[src/rtl/core/jos_pkg.sv]
// ----------------------------------------------------------------------------
// jos_pkg
// Shared types and constants for the elimination order block.
// ----------------------------------------------------------------------------
package jos_pkg;

   localparam int MAX_PEOPLE = 64;
   localparam int IDX_W      = $clog2(MAX_PEOPLE);
   localparam int CNT_W      = $clog2(MAX_PEOPLE + 1);
   localparam int SIZE_W     = 7;
   localparam int STEP_W     = 8;
   localparam int BIT_W      = $clog2(STEP_W);

   typedef struct packed {
      logic [SIZE_W-1:0] circle_size;
      logic [STEP_W-1:0] step_count;
   } req_item_type;

   typedef struct packed {
      logic [SIZE_W-1:0] person;
      logic              last;
   } rsp_item_type;

   typedef enum logic [1:0] {
      ST_IDLE,
      ST_PREP,
      ST_DIV,
      ST_WALK
   } state_type;

   // controller to datapath
   typedef struct packed {
      logic load;
      logic div_init;
      logic div_step;
      logic walk_step;
      logic remove;
   } cmd_type;

   // datapath to controller
   typedef struct packed {
      logic empty;
      logic div_done;
      logic hit;
   } status_type;

endpackage

[src/rtl/core/jos_ctrl.sv]
// ----------------------------------------------------------------------------
// jos_ctrl
// Sequencer: remainder, bitmap walk and removal, once per person.
// ----------------------------------------------------------------------------
module jos_ctrl (
   input  logic                clock,
   input  logic                reset,
   input  logic                start,
   output logic                busy,
   output jos_pkg::cmd_type    cmd,
   input  jos_pkg::status_type status
);
   import jos_pkg::*;

   state_type state_ff;
   state_type state_in;

   always_ff @(posedge clock) begin
      if (reset) begin
         state_ff <= ST_IDLE;
      end else begin
         state_ff <= state_in;
      end
   end

   always_comb begin
      state_in = state_ff;
      cmd      = '0;
      busy     = 1'b1;
      unique case (state_ff)
         ST_IDLE: begin
            busy = 1'b0;
            if (start) begin
               cmd.load = 1'b1;
               state_in = ST_PREP;
            end
         end
         ST_PREP: begin
            if (status.empty) begin
               state_in = ST_IDLE;
            end else begin
               cmd.div_init = 1'b1;
               state_in     = ST_DIV;
            end
         end
         ST_DIV: begin
            cmd.div_step = 1'b1;
            if (status.div_done) begin
               state_in = ST_WALK;
            end
         end
         ST_WALK: begin
            if (status.hit) begin
               cmd.remove = 1'b1;
               state_in   = ST_PREP;
            end else begin
               cmd.walk_step = 1'b1;
            end
         end
         default: begin
            state_in = ST_IDLE;
         end
      endcase
   end

endmodule

[src/rtl/core/jos_dpath.sv]
// ----------------------------------------------------------------------------
// jos_dpath
// Alive bitmap, walk pointer, bit-serial remainder and result register.
// ----------------------------------------------------------------------------
module jos_dpath (
   input  logic                 clock,
   input  logic                 reset,
   input  jos_pkg::req_item_type req_item,
   input  jos_pkg::cmd_type     cmd,
   output jos_pkg::status_type  status,
   output logic                 rsp_strobe,
   output jos_pkg::rsp_item_type rsp_item
);
   import jos_pkg::*;

   logic [CNT_W-1:0]      n_ff, n_in;
   logic [STEP_W-1:0]     km1_ff, km1_in;
   logic [MAX_PEOPLE-1:0] alive_ff, alive_in;
   logic [IDX_W-1:0]      cur_ff, cur_in;
   logic [CNT_W-1:0]      living_ff, living_in;
   logic [STEP_W-1:0]     rem_ff, rem_in;
   logic [BIT_W-1:0]      bit_ff, bit_in;
   rsp_item_type          rsp_ff, rsp_in;
   logic                  strobe_ff, strobe_in;

   logic [CNT_W-1:0]      n_sat;
   logic [STEP_W-1:0]     rem_sh;
   logic [CNT_W-1:0]      cur_plus;
   logic [IDX_W-1:0]      cur_next;

   // clamp size, zero step behaves as one
   always_comb begin
      if (req_item.circle_size > SIZE_W'(MAX_PEOPLE)) begin
         n_sat = CNT_W'(MAX_PEOPLE);
      end else begin
         n_sat = CNT_W'(req_item.circle_size);
      end
   end

   assign rem_sh   = {rem_ff[STEP_W-2:0], km1_ff[bit_ff]};
   assign cur_plus = CNT_W'(cur_ff) + CNT_W'(1);
   assign cur_next = (cur_plus == n_ff) ? '0 : cur_plus[IDX_W-1:0];

   assign status.empty    = (living_ff == '0);
   assign status.div_done = (bit_ff == '0);
   assign status.hit      = alive_ff[cur_ff] && (rem_ff == '0);

   always_comb begin
      n_in      = n_ff;
      km1_in    = km1_ff;
      alive_in  = alive_ff;
      cur_in    = cur_ff;
      living_in = living_ff;
      rem_in    = rem_ff;
      bit_in    = bit_ff;
      rsp_in    = rsp_ff;
      strobe_in = 1'b0;

      if (cmd.load) begin
         n_in      = n_sat;
         living_in = n_sat;
         km1_in    = (req_item.step_count == '0) ? '0 : req_item.step_count - STEP_W'(1);
         cur_in    = '0;
         for (int i = 0; i < MAX_PEOPLE; i++) begin
            alive_in[i] = (CNT_W'(i) < n_sat);
         end
      end

      if (cmd.div_init) begin
         rem_in = '0;
         bit_in = BIT_W'(STEP_W - 1);
      end

      // restoring division, one dividend bit a cycle
      if (cmd.div_step) begin
         if (rem_sh >= STEP_W'(living_ff)) begin
            rem_in = rem_sh - STEP_W'(living_ff);
         end else begin
            rem_in = rem_sh;
         end
         bit_in = bit_ff - BIT_W'(1);
      end

      if (cmd.walk_step) begin
         if (alive_ff[cur_ff]) begin
            rem_in = rem_ff - STEP_W'(1);
         end
         cur_in = cur_next;
      end

      if (cmd.remove) begin
         alive_in[cur_ff] = 1'b0;
         living_in        = living_ff - CNT_W'(1);
         rsp_in.person    = SIZE_W'(cur_ff) + SIZE_W'(1);
         rsp_in.last      = (living_ff == CNT_W'(1));
         strobe_in        = 1'b1;
      end
   end

   always_ff @(posedge clock) begin
      if (reset) begin
         living_ff <= '0;
         bit_ff    <= '0;
         strobe_ff <= 1'b0;
      end else begin
         living_ff <= living_in;
         bit_ff    <= bit_in;
         strobe_ff <= strobe_in;
      end
   end

   always_ff @(posedge clock) begin
      n_ff     <= n_in;
      km1_ff   <= km1_in;
      alive_ff <= alive_in;
      cur_ff   <= cur_in;
      rem_ff   <= rem_in;
      rsp_ff   <= rsp_in;
   end

   assign rsp_strobe = strobe_ff;
   assign rsp_item   = rsp_ff;

endmodule

[src/rtl/core/josephus_elimination_order.sv]
// ----------------------------------------------------------------------------
// josephus_elimination_order
// Emits the removal order of a circle of people, every k-th one removed.
// ----------------------------------------------------------------------------
// Usage:
//  - A transaction is taken on req_item when start is high and busy is low.
//    circle_size above MAX_PEOPLE is clamped; step_count 0 acts as 1.
//  - busy stays high until the last result has gone out; a new transaction
//    can be taken in the cycle after the final strobe.
//  - Each removal leaves as one rsp_item transaction, marked by a one-cycle
//    rsp_strobe. The receiver cannot stall, so no back-pressure exists.
//    rsp_item.last flags the final removal. circle_size 0 gives no results.
//  - Per removal: a set-up step (ST_PREP), the bit-serial remainder of
//    (k-1) by the living count, then one bitmap slot per cycle until the
//    target (at most about one lap of circle_size slots), then the removal.
//    The walk over the alive bitmap, one slot a cycle, dominates a run.
//  - Reset (synchronous, active high) returns the sequencer to idle and
//    drops any run in progress; no result is emitted for it.
// ----------------------------------------------------------------------------
module josephus_elimination_order (
   input  logic                  clock,
   input  logic                  reset,
   input  logic                  start,
   output logic                  busy,
   input  jos_pkg::req_item_type req_item,
   output logic                  rsp_strobe,
   output jos_pkg::rsp_item_type rsp_item
);
   import jos_pkg::*;

   cmd_type    cmd;
   status_type status;

   // sequencer
   jos_ctrl u_ctrl (
      .clock  (clock),
      .reset  (reset),
      .start  (start),
      .busy   (busy),
      .cmd    (cmd),
      .status (status)
   );

   // bitmap, remainder unit and result register
   jos_dpath u_dpath (
      .clock      (clock),
      .reset      (reset),
      .req_item   (req_item),
      .cmd        (cmd),
      .status     (status),
      .rsp_strobe (rsp_strobe),
      .rsp_item   (rsp_item)
   );

   // results only come out during a run
   a_strobe_busy : assert property (@(posedge clock) disable iff (reset)
      rsp_strobe |-> busy)
      else $error("result strobe outside a run");

   // a run never answers in the cycle after it is taken
   a_no_early : assert property (@(posedge clock) disable iff (reset)
      (start && !busy) |=> (busy && !rsp_strobe))
      else $error("run did not start correctly");

   // the final removal ends the run
   a_last_ends : assert property (@(posedge clock) disable iff (reset)
      (rsp_strobe && rsp_item.last) |=> (!busy && !rsp_strobe))
      else $error("activity after final removal");

   // a result strobe is never directly followed by another
   a_spacing : assert property (@(posedge clock) disable iff (reset)
      rsp_strobe |=> !rsp_strobe)
      else $error("back-to-back results");

endmodule
[config.mk]
export PLATFORM = sky130hd
export DESIGN_NAME = josephus_elimination_order
export DESIGN_NICKNAME = d
export VERILOG_FILES = /design/src/rtl/core/jos_pkg.sv /design/src/rtl/core/jos_ctrl.sv /design/src/rtl/core/jos_dpath.sv /design/src/rtl/core/josephus_elimination_order.sv
export SDC_FILE = /design/constraint.sdc
export NUM_CORES = 1
export LEC_CHECK = 0
export BUFFER_PORTS_ARGS = -buffer_cell sky130_fd_sc_hd__buf_2
export CAP_MARGIN = 20
export CORE_MARGIN = 3
export CORE_UTILIZATION = 25
export CTS_CLUSTER_SIZE = 8
export DETAILED_ROUTE_END_ITERATION = 16
export PLACE_DENSITY = 0.47
export SYNTH_ARGS = -nofsm -noshare
export SYNTH_HDL_FRONTEND = slang
export SYNTH_SLANG_ARGS = --single-unit
[constraint.sdc]
create_clock -name clock -period 6.24 [get_ports clock]
set_input_delay 0.312 -clock clock [delete_from_list [all_inputs] [get_ports clock]]
set_output_delay 0.312 -clock clock [all_outputs]
set_load 0.05 [all_outputs]
# Word-level counts from Yosys, hierarchy flattened

Index checks and enable logic that the tools add are counted.

$add $sub $neg: 6
Magnitude comparators: 69
Equal/unequal tests: 8
Muxes and demuxes: 36
Bitwise operators: 2
Reduce and logical (&&, ||, !) cells: 11

Operators with widths:

| cell                | count |
|---|---|
| $lt 6x7->1 const A  | 32 |
| $mux 64             | 2 |
| $lt 5x7->1 const A  | 16 |
| $and 64x64->64      | 1 |
| $not 64->64         | 1 |
| $lt 4x7->1 const A  | 8 |
| $mux 8              | 5 |
| $lt 3x7->1 const A  | 4 |
| $mux 7              | 3 |
| $mux 6              | 3 |
| $logic_not 8->1     | 2 |
| $sub 8x1->8 const B | 2 |
| $lt 1x7->1 const A  | 2 |
| $lt 2x7->1 const A  | 2 |
| $mux 1              | 12 |
| $mux 2              | 5 |
| $ge 8x7->1          | 1 |
| $pmux 2 s4          | 1 |
| $sub 8x7->8         | 1 |
| $add 6x1->7 const B | 1 |
| $eq 7x1->1 const B  | 1 |
| $eq 7x7->1          | 1 |
| $gt 7x7->1 const B  | 1 |
| $logic_not 7->1     | 1 |
| 17 further kinds    | 24 |

Register bits: 114
Input bits: 18
Output and inout port bits: 10
Logic and storage cells: 143

# Logic depth before layout (Yosys ltp)

Depth in word-level cells: 7
Mapped depth: 13
Gate-level depth less buffers: 13

# Modules after synthesis

Synthesis repeated with hierarchy kept, for this count alone.

Cell total of the unflattened synthesis: 682
Area, all modules: 6314.8 µm²

By module, submodules not included:

| module    | times used | cells an instance | area each (µm²) |
|---|---|---|---|
| jos_dpath | 1          | 657               | 6074.6 |
| jos_ctrl  | 1          | 25                | 240.2 |

# Least setup slack after synthesis

OpenSTA, ideal clock, no wires.

Kind: register to register
From: register u_dpath.bit_ff[0]
To: register u_dpath.rem_ff[3]
Setup time: 120 ps
Arrival time: 3108 ps
Path slack: 3012 ps
Cell stages (with the launch flop): 13
Clock period less this slack: 3228 ps
Path through: dfxtp_1 -> mux4_2 -> mux2i_1 -> ha_1 -> inv_1 -> fa_1 -> a21o_1 -> a21oi_1 -> a21o_1 -> nand3_1 -> mux2_2 -> and3_1 -> a211o_1

Longest elaborated chain between the ends: 7
Elaborated cells between the ends (all ways): 8

RTL lines:

| what                                      | RTL line                         | source |
|---|---|---|
| from (decl)                               | jos_dpath.sv:22                  | `logic [BIT_W-1:0] bit_ff, bit_in;` |
| from (signal assigned)                    | jos_dpath.sv:107                 | `bit_ff <= bit_in;` |
| $bmux 1 s3 *                              | jos_dpath.sv:40                  | `assign rem_sh = {rem_ff[STEP_W-2:0], km1_ff[bit_ff]};` |
| $mux 1 (not written as such) *            | jos_dpath.sv:40                  |  |
| $sub 8x7->8 or $ge 8x7->1 (tied branches) | jos_dpath.sv:77, jos_dpath.sv:76 |  |
| $mux 8 *                                  | jos_dpath.sv:76                  | `if (rem_sh >= STEP_W'(living_ff)) begin` |
| $mux 8 *                                  | jos_dpath.sv:75                  | `if (cmd.div_step) begin` |
| $mux 8                                    | jos_dpath.sv:85                  | `if (alive_ff[cur_ff]) begin` |
| $mux 8 *                                  | jos_dpath.sv:84                  | `if (cmd.walk_step) begin` |
| via u_dpath.rem_in[3]                     | jos_dpath.sv:21                  | `logic [STEP_W-1:0] rem_ff, rem_in;` |
| to (signal assigned)                      | jos_dpath.sv:117                 | `rem_ff <= rem_in;` |
| to (decl)                                 | jos_dpath.sv:21                  |  |

The timed path passes the listed nets; every way through them passes the cells marked *. The select of a mux whose other input is x is not followed.
A chain may end at the register's enable or synchronous reset.

# Worst setup path in the final report

From: register u_dpath.cur_ff[0]
To: register u_dpath.alive_ff[35]

Longest elaborated chain between the ends: 7
Elaborated cells between the ends (all ways): 13

RTL lines:

| what                                                           | RTL line         | source |
|---|---|---|
| from (decl)                                                    | jos_dpath.sv:19  | `logic [IDX_W-1:0] cur_ff, cur_in;` |
| from (signal assigned)                                         | jos_dpath.sv:116 | `cur_ff <= cur_in;` |
| $lt 6x7->1 (not written as such) or $ge 6x1->1 (tied branches) | jos_dpath.sv:92  | `alive_in[cur_ff] = 1'b0;` |
| $logic_and 1x1->1 (not written as such)                        | jos_dpath.sv:92  |  |
| $mux 1 (not written as such)                                   | jos_dpath.sv:92  |  |
| $demux 1 s6                                                    | -                |  |
| $not 64->64 (no source line)                                   | -                |  |
| $and 64x64->64 (no source line)                                | -                |  |
| $mux 64 *                                                      | jos_dpath.sv:91  | `if (cmd.remove) begin` |
| via u_dpath.alive_in[35]                                       | jos_dpath.sv:18  | `logic [MAX_PEOPLE-1:0] alive_ff, alive_in;` |
| to (signal assigned)                                           | jos_dpath.sv:115 | `alive_ff <= alive_in;` |
| to (decl)                                                      | jos_dpath.sv:18  |  |

Marks and branches as above.

==> out/qor.yml <==
clock_network:
  post_cts_resized: 0
  path_clk_slew_ns: 0.06
  cts_hold_buf: 0
  cts_root_buffer: "clkbuf_16"
  insertion_delay_ns: 0.42
  cts_buffers: 17
  htreeDepth: 4
  postCtsSetupBuffers: 0
  cts_tree: "yes"
  clock_sinks: 114
  ctsLongestPathBuffers: 2
critical_path:
  worstPathArrival_ns: 4.10
  path_buf_inv: 1
  cp_max_fo: 33
  path_class: "flip-flop to flip-flop"
  required_ns: 6.49
  path_cells: "nor2b_1 -> a221oi_1 -> nor3_1 -> nor4_4 -> or2_4 -> inv_2 -> and2_1 -> a22oi_1"
  end_kind: "flip-flop"
  reg2reg_depth: 8
  slowest_delay_ns: 0.81
  cp_slowest_cell: "edfxtp_1"
  critical_path_depth: 8
  cp_top_family: "simple AND/OR/NAND/NOR gates"
  start_kind: "flip-flop"
synthesis:
  yosysWarnings: 0
  synthArstFlopShare_pct: 0
  synth_top_area_cell: "dfxtp_1"
  ys_top_cells_by_area: "dfxtp_1, edfxtp_1, a21oi_1"
  yosysUniqueCellTypes: 79
  syn-num-nets: 764
  synthesis.area_sq_mm: 0.006589
  yosys_register_bits: 114
  syn_inst: 725
  synth_edf_count: 29
  avgSynthCellArea_sq_um: 9.088
  synth_top_area_share_pct: 25.83
  yosysSeqAreaShare_pct: 39.04
  ys.flop_type: "dfxtp_1"
worst_hold_path:
  whs_path_depth: 3
  min_path_type: "input pin to flip-flop"
placed_design:
  dp_slack_ns: 2.469
  port_buffers: 27
  dp_hpwl_microns: 13640
  gp_congestion: 0.8554
timing:
  max_freq_ghz: 0.2600
  finClkSkew_ns: 0.01301
  period_share_pct: 61.65
  hold_viol_final: 0
  timing.final.ws_setup_ns: 2.393
  tns_ns: 0
  rsz0062_at_grt: "false"
  setup_viol: 0
  max_slew_margin_pct: 27.56
  period_needed_ns: 3.847
  slew_violations: 0
  worstMarginPinSlew_ns: 1.084
finish:
  multi_input_area_sq_mm: 0.003586
  nets: 762
  syn_to_final_growth_pct: 13.79
  fillCellCount: 2682
  drive_above_1_share_pct: 13.99
  seq_area_sq_mm: 0.002572
die:
  ios: 28
  dieHeight_microns: 168.3
  row_count: 58
  die_width_microns: 168.3
  start_util_pct: 25.79
  fp.dieArea_sq_mm: 0.02834
  core_sq_mm: 0.02554
global_routing:
  grt_pass1_vias: 5227
  grt_pass1_wl_microns: 31210
  overflow: 0
  antenna_found_initial: 1
  track_usage_pct: 14.11
  grt_max_degree: 48
routing:
  ant_nets: 0
  vias: 5602
  wl_per_cell_microns: 18.83
  dr.first_iter.drc_count: 456
  drt_first_pass_iters: 5
  drc: 0
  routed_via_density: 5.250
  totalWireLength_microns: 20090
power:
  p_leak_nw: 2.951
  cellPowerDensity_mw_per_mm2: 342.8
  ir_drop_v: 0.0001752
run:
  cap_violations: 0
run_status:
  status: "finished clean"
registers in the layout, indices dropped and copies added, names as in the netlist:
register / cells
u_dpath.n_ff: 7
u_dpath.cur_ff: 6
u_dpath.living_ff: 7
u_dpath.km1_ff: 8
u_ctrl.state_ff: 2
u_dpath.rsp_strobe: 1
u_dpath.bit_ff: 3
u_dpath.rem_ff: 8
u_dpath.rsp_item: 8
u_dpath.alive_ff: 64
final cells by class:
type | count | area share [%]
clock buffer | 21 | 6.425
antenna | 1 | 0.03338
inverter | 40 | 2.003
clock inverter | 11 | 1.335
timing repair buffer | 34 | 2.553
sequential | 114 | 34.31
multi-input combinational | 516 | 47.83
tap | 330 | 5.507
Yosys cell counts (9+ instances only):
| master | count |
|---|---|
| a21oi_1 | 94 |
| dfxtp_1 | 85 |
| nor2_1 | 60 |
| nand2_1 | 40 |
| inv_1 | 38 |
| clkbuf_1 | 32 |
| edfxtp_1 | 29 |
| mux2i_1 | 22 |
| ha_1 | 20 |
| o21ai_0 | 18 |
| a22oi_1 | 17 |
| nor3_1 | 17 |
| a221oi_1 | 15 |
| nor2b_1 | 12 |
| and2_1 | 11 |
| xnor2_1 | 10 |
| buf_1 | 9 |
cells by family (layout without fill, tap and decap cells):
group | Yosys count | after routing | synth area share (%)
adder cells (fa/ha/maj) | 21 | 21 | 4.102
AND/OR/NAND/NOR | 198 | 198 | 15.80
flip-flops | 114 | 114 | 39.04
buffers and inverters | 95 | 106 | 6.608
AO/OA/AOI/OAI | 242 | 242 | 25.14
multiplexers | 41 | 41 | 7.444
other | 0 | 1 | 0
XOR/XNOR | 14 | 14 | 1.861
where the power goes:
part	switching, W	internal [W]
Sequential	0.0000954	0.000874
Combinational	0.000370	0.000274
Clock	0.000364	0.000593
worst reg2reg max path, delay by kind of cell (launching register included):
| kind | cells | cell delay, ns |
|---|---|---|
| DFF | 1 | 0.81 |
| AOI/OAI and AO/OA | 2 | 0.37 |
| and+or+nand+nor | 5 | 2.02 |
| buffers and inverters | 1 | 0.51 |
worst paths after layout:
path                                            from              endpoint  slack (ns)
worst max-delay path               u_dpath.cur_ff[0]  u_dpath.alive_ff[35]        2.39
worst min-delay path                     req_item[7]     u_dpath.km1_ff[7]        0.22
worst max register to register     u_dpath.cur_ff[0]  u_dpath.alive_ff[35]        2.39
worst min register to register  u_dpath.alive_ff[63]  u_dpath.alive_ff[63]        0.47
cells in the final DEF (no fill, tap or decap), drive strengths merged, types with 14 or more instances in the layout:
cell type,netlist,final
a22oi,17,17
buf,22,34
dfxtp,85,85
a221oi,22,22
o21ai,23,23
ha,20,20
nand2,40,40
a21oi,94,94
mux2,14,14
inv,40,43
edfxtp,29,29
nor3,19,19
clkbuf,33,21
mux2i,22,22
nor2,60,60
metal layers:
metal	global-route usage, %	wire [microns]	up-vias
met5	0	0	-
met4	5.407	387	0
met3	2.606	1171	26
met2	21.35	9141	201
met1	19.96	9390	2680
li1	-	-	2695
per-stage QoR:
| step | hold WS, ns | util [%] | cell area, sq um | cells | power [W] |
|---|---|---|---|---|---|
| final | 0.2227 | 29.35 | 7497 | 1067 | 0.002570 |
| after global routing | 0.2344 | 29.35 | 7497 | 1067 | 0.002714 |
| after CTS | 0.2060 | 29.34 | 7495 | 1066 | 0.002590 |
| after detailed placement | 0.4450 | 27.06 | 6913 | 1034 | 0.001624 |
| after global placement | 0.4482 | 27.02 | 6902 | 1033 | 0.001626 |
| after floorplan | 0.4294 | - | 6589 | 725 | 0.001457 |
Power figures use the tool's default switching activity.
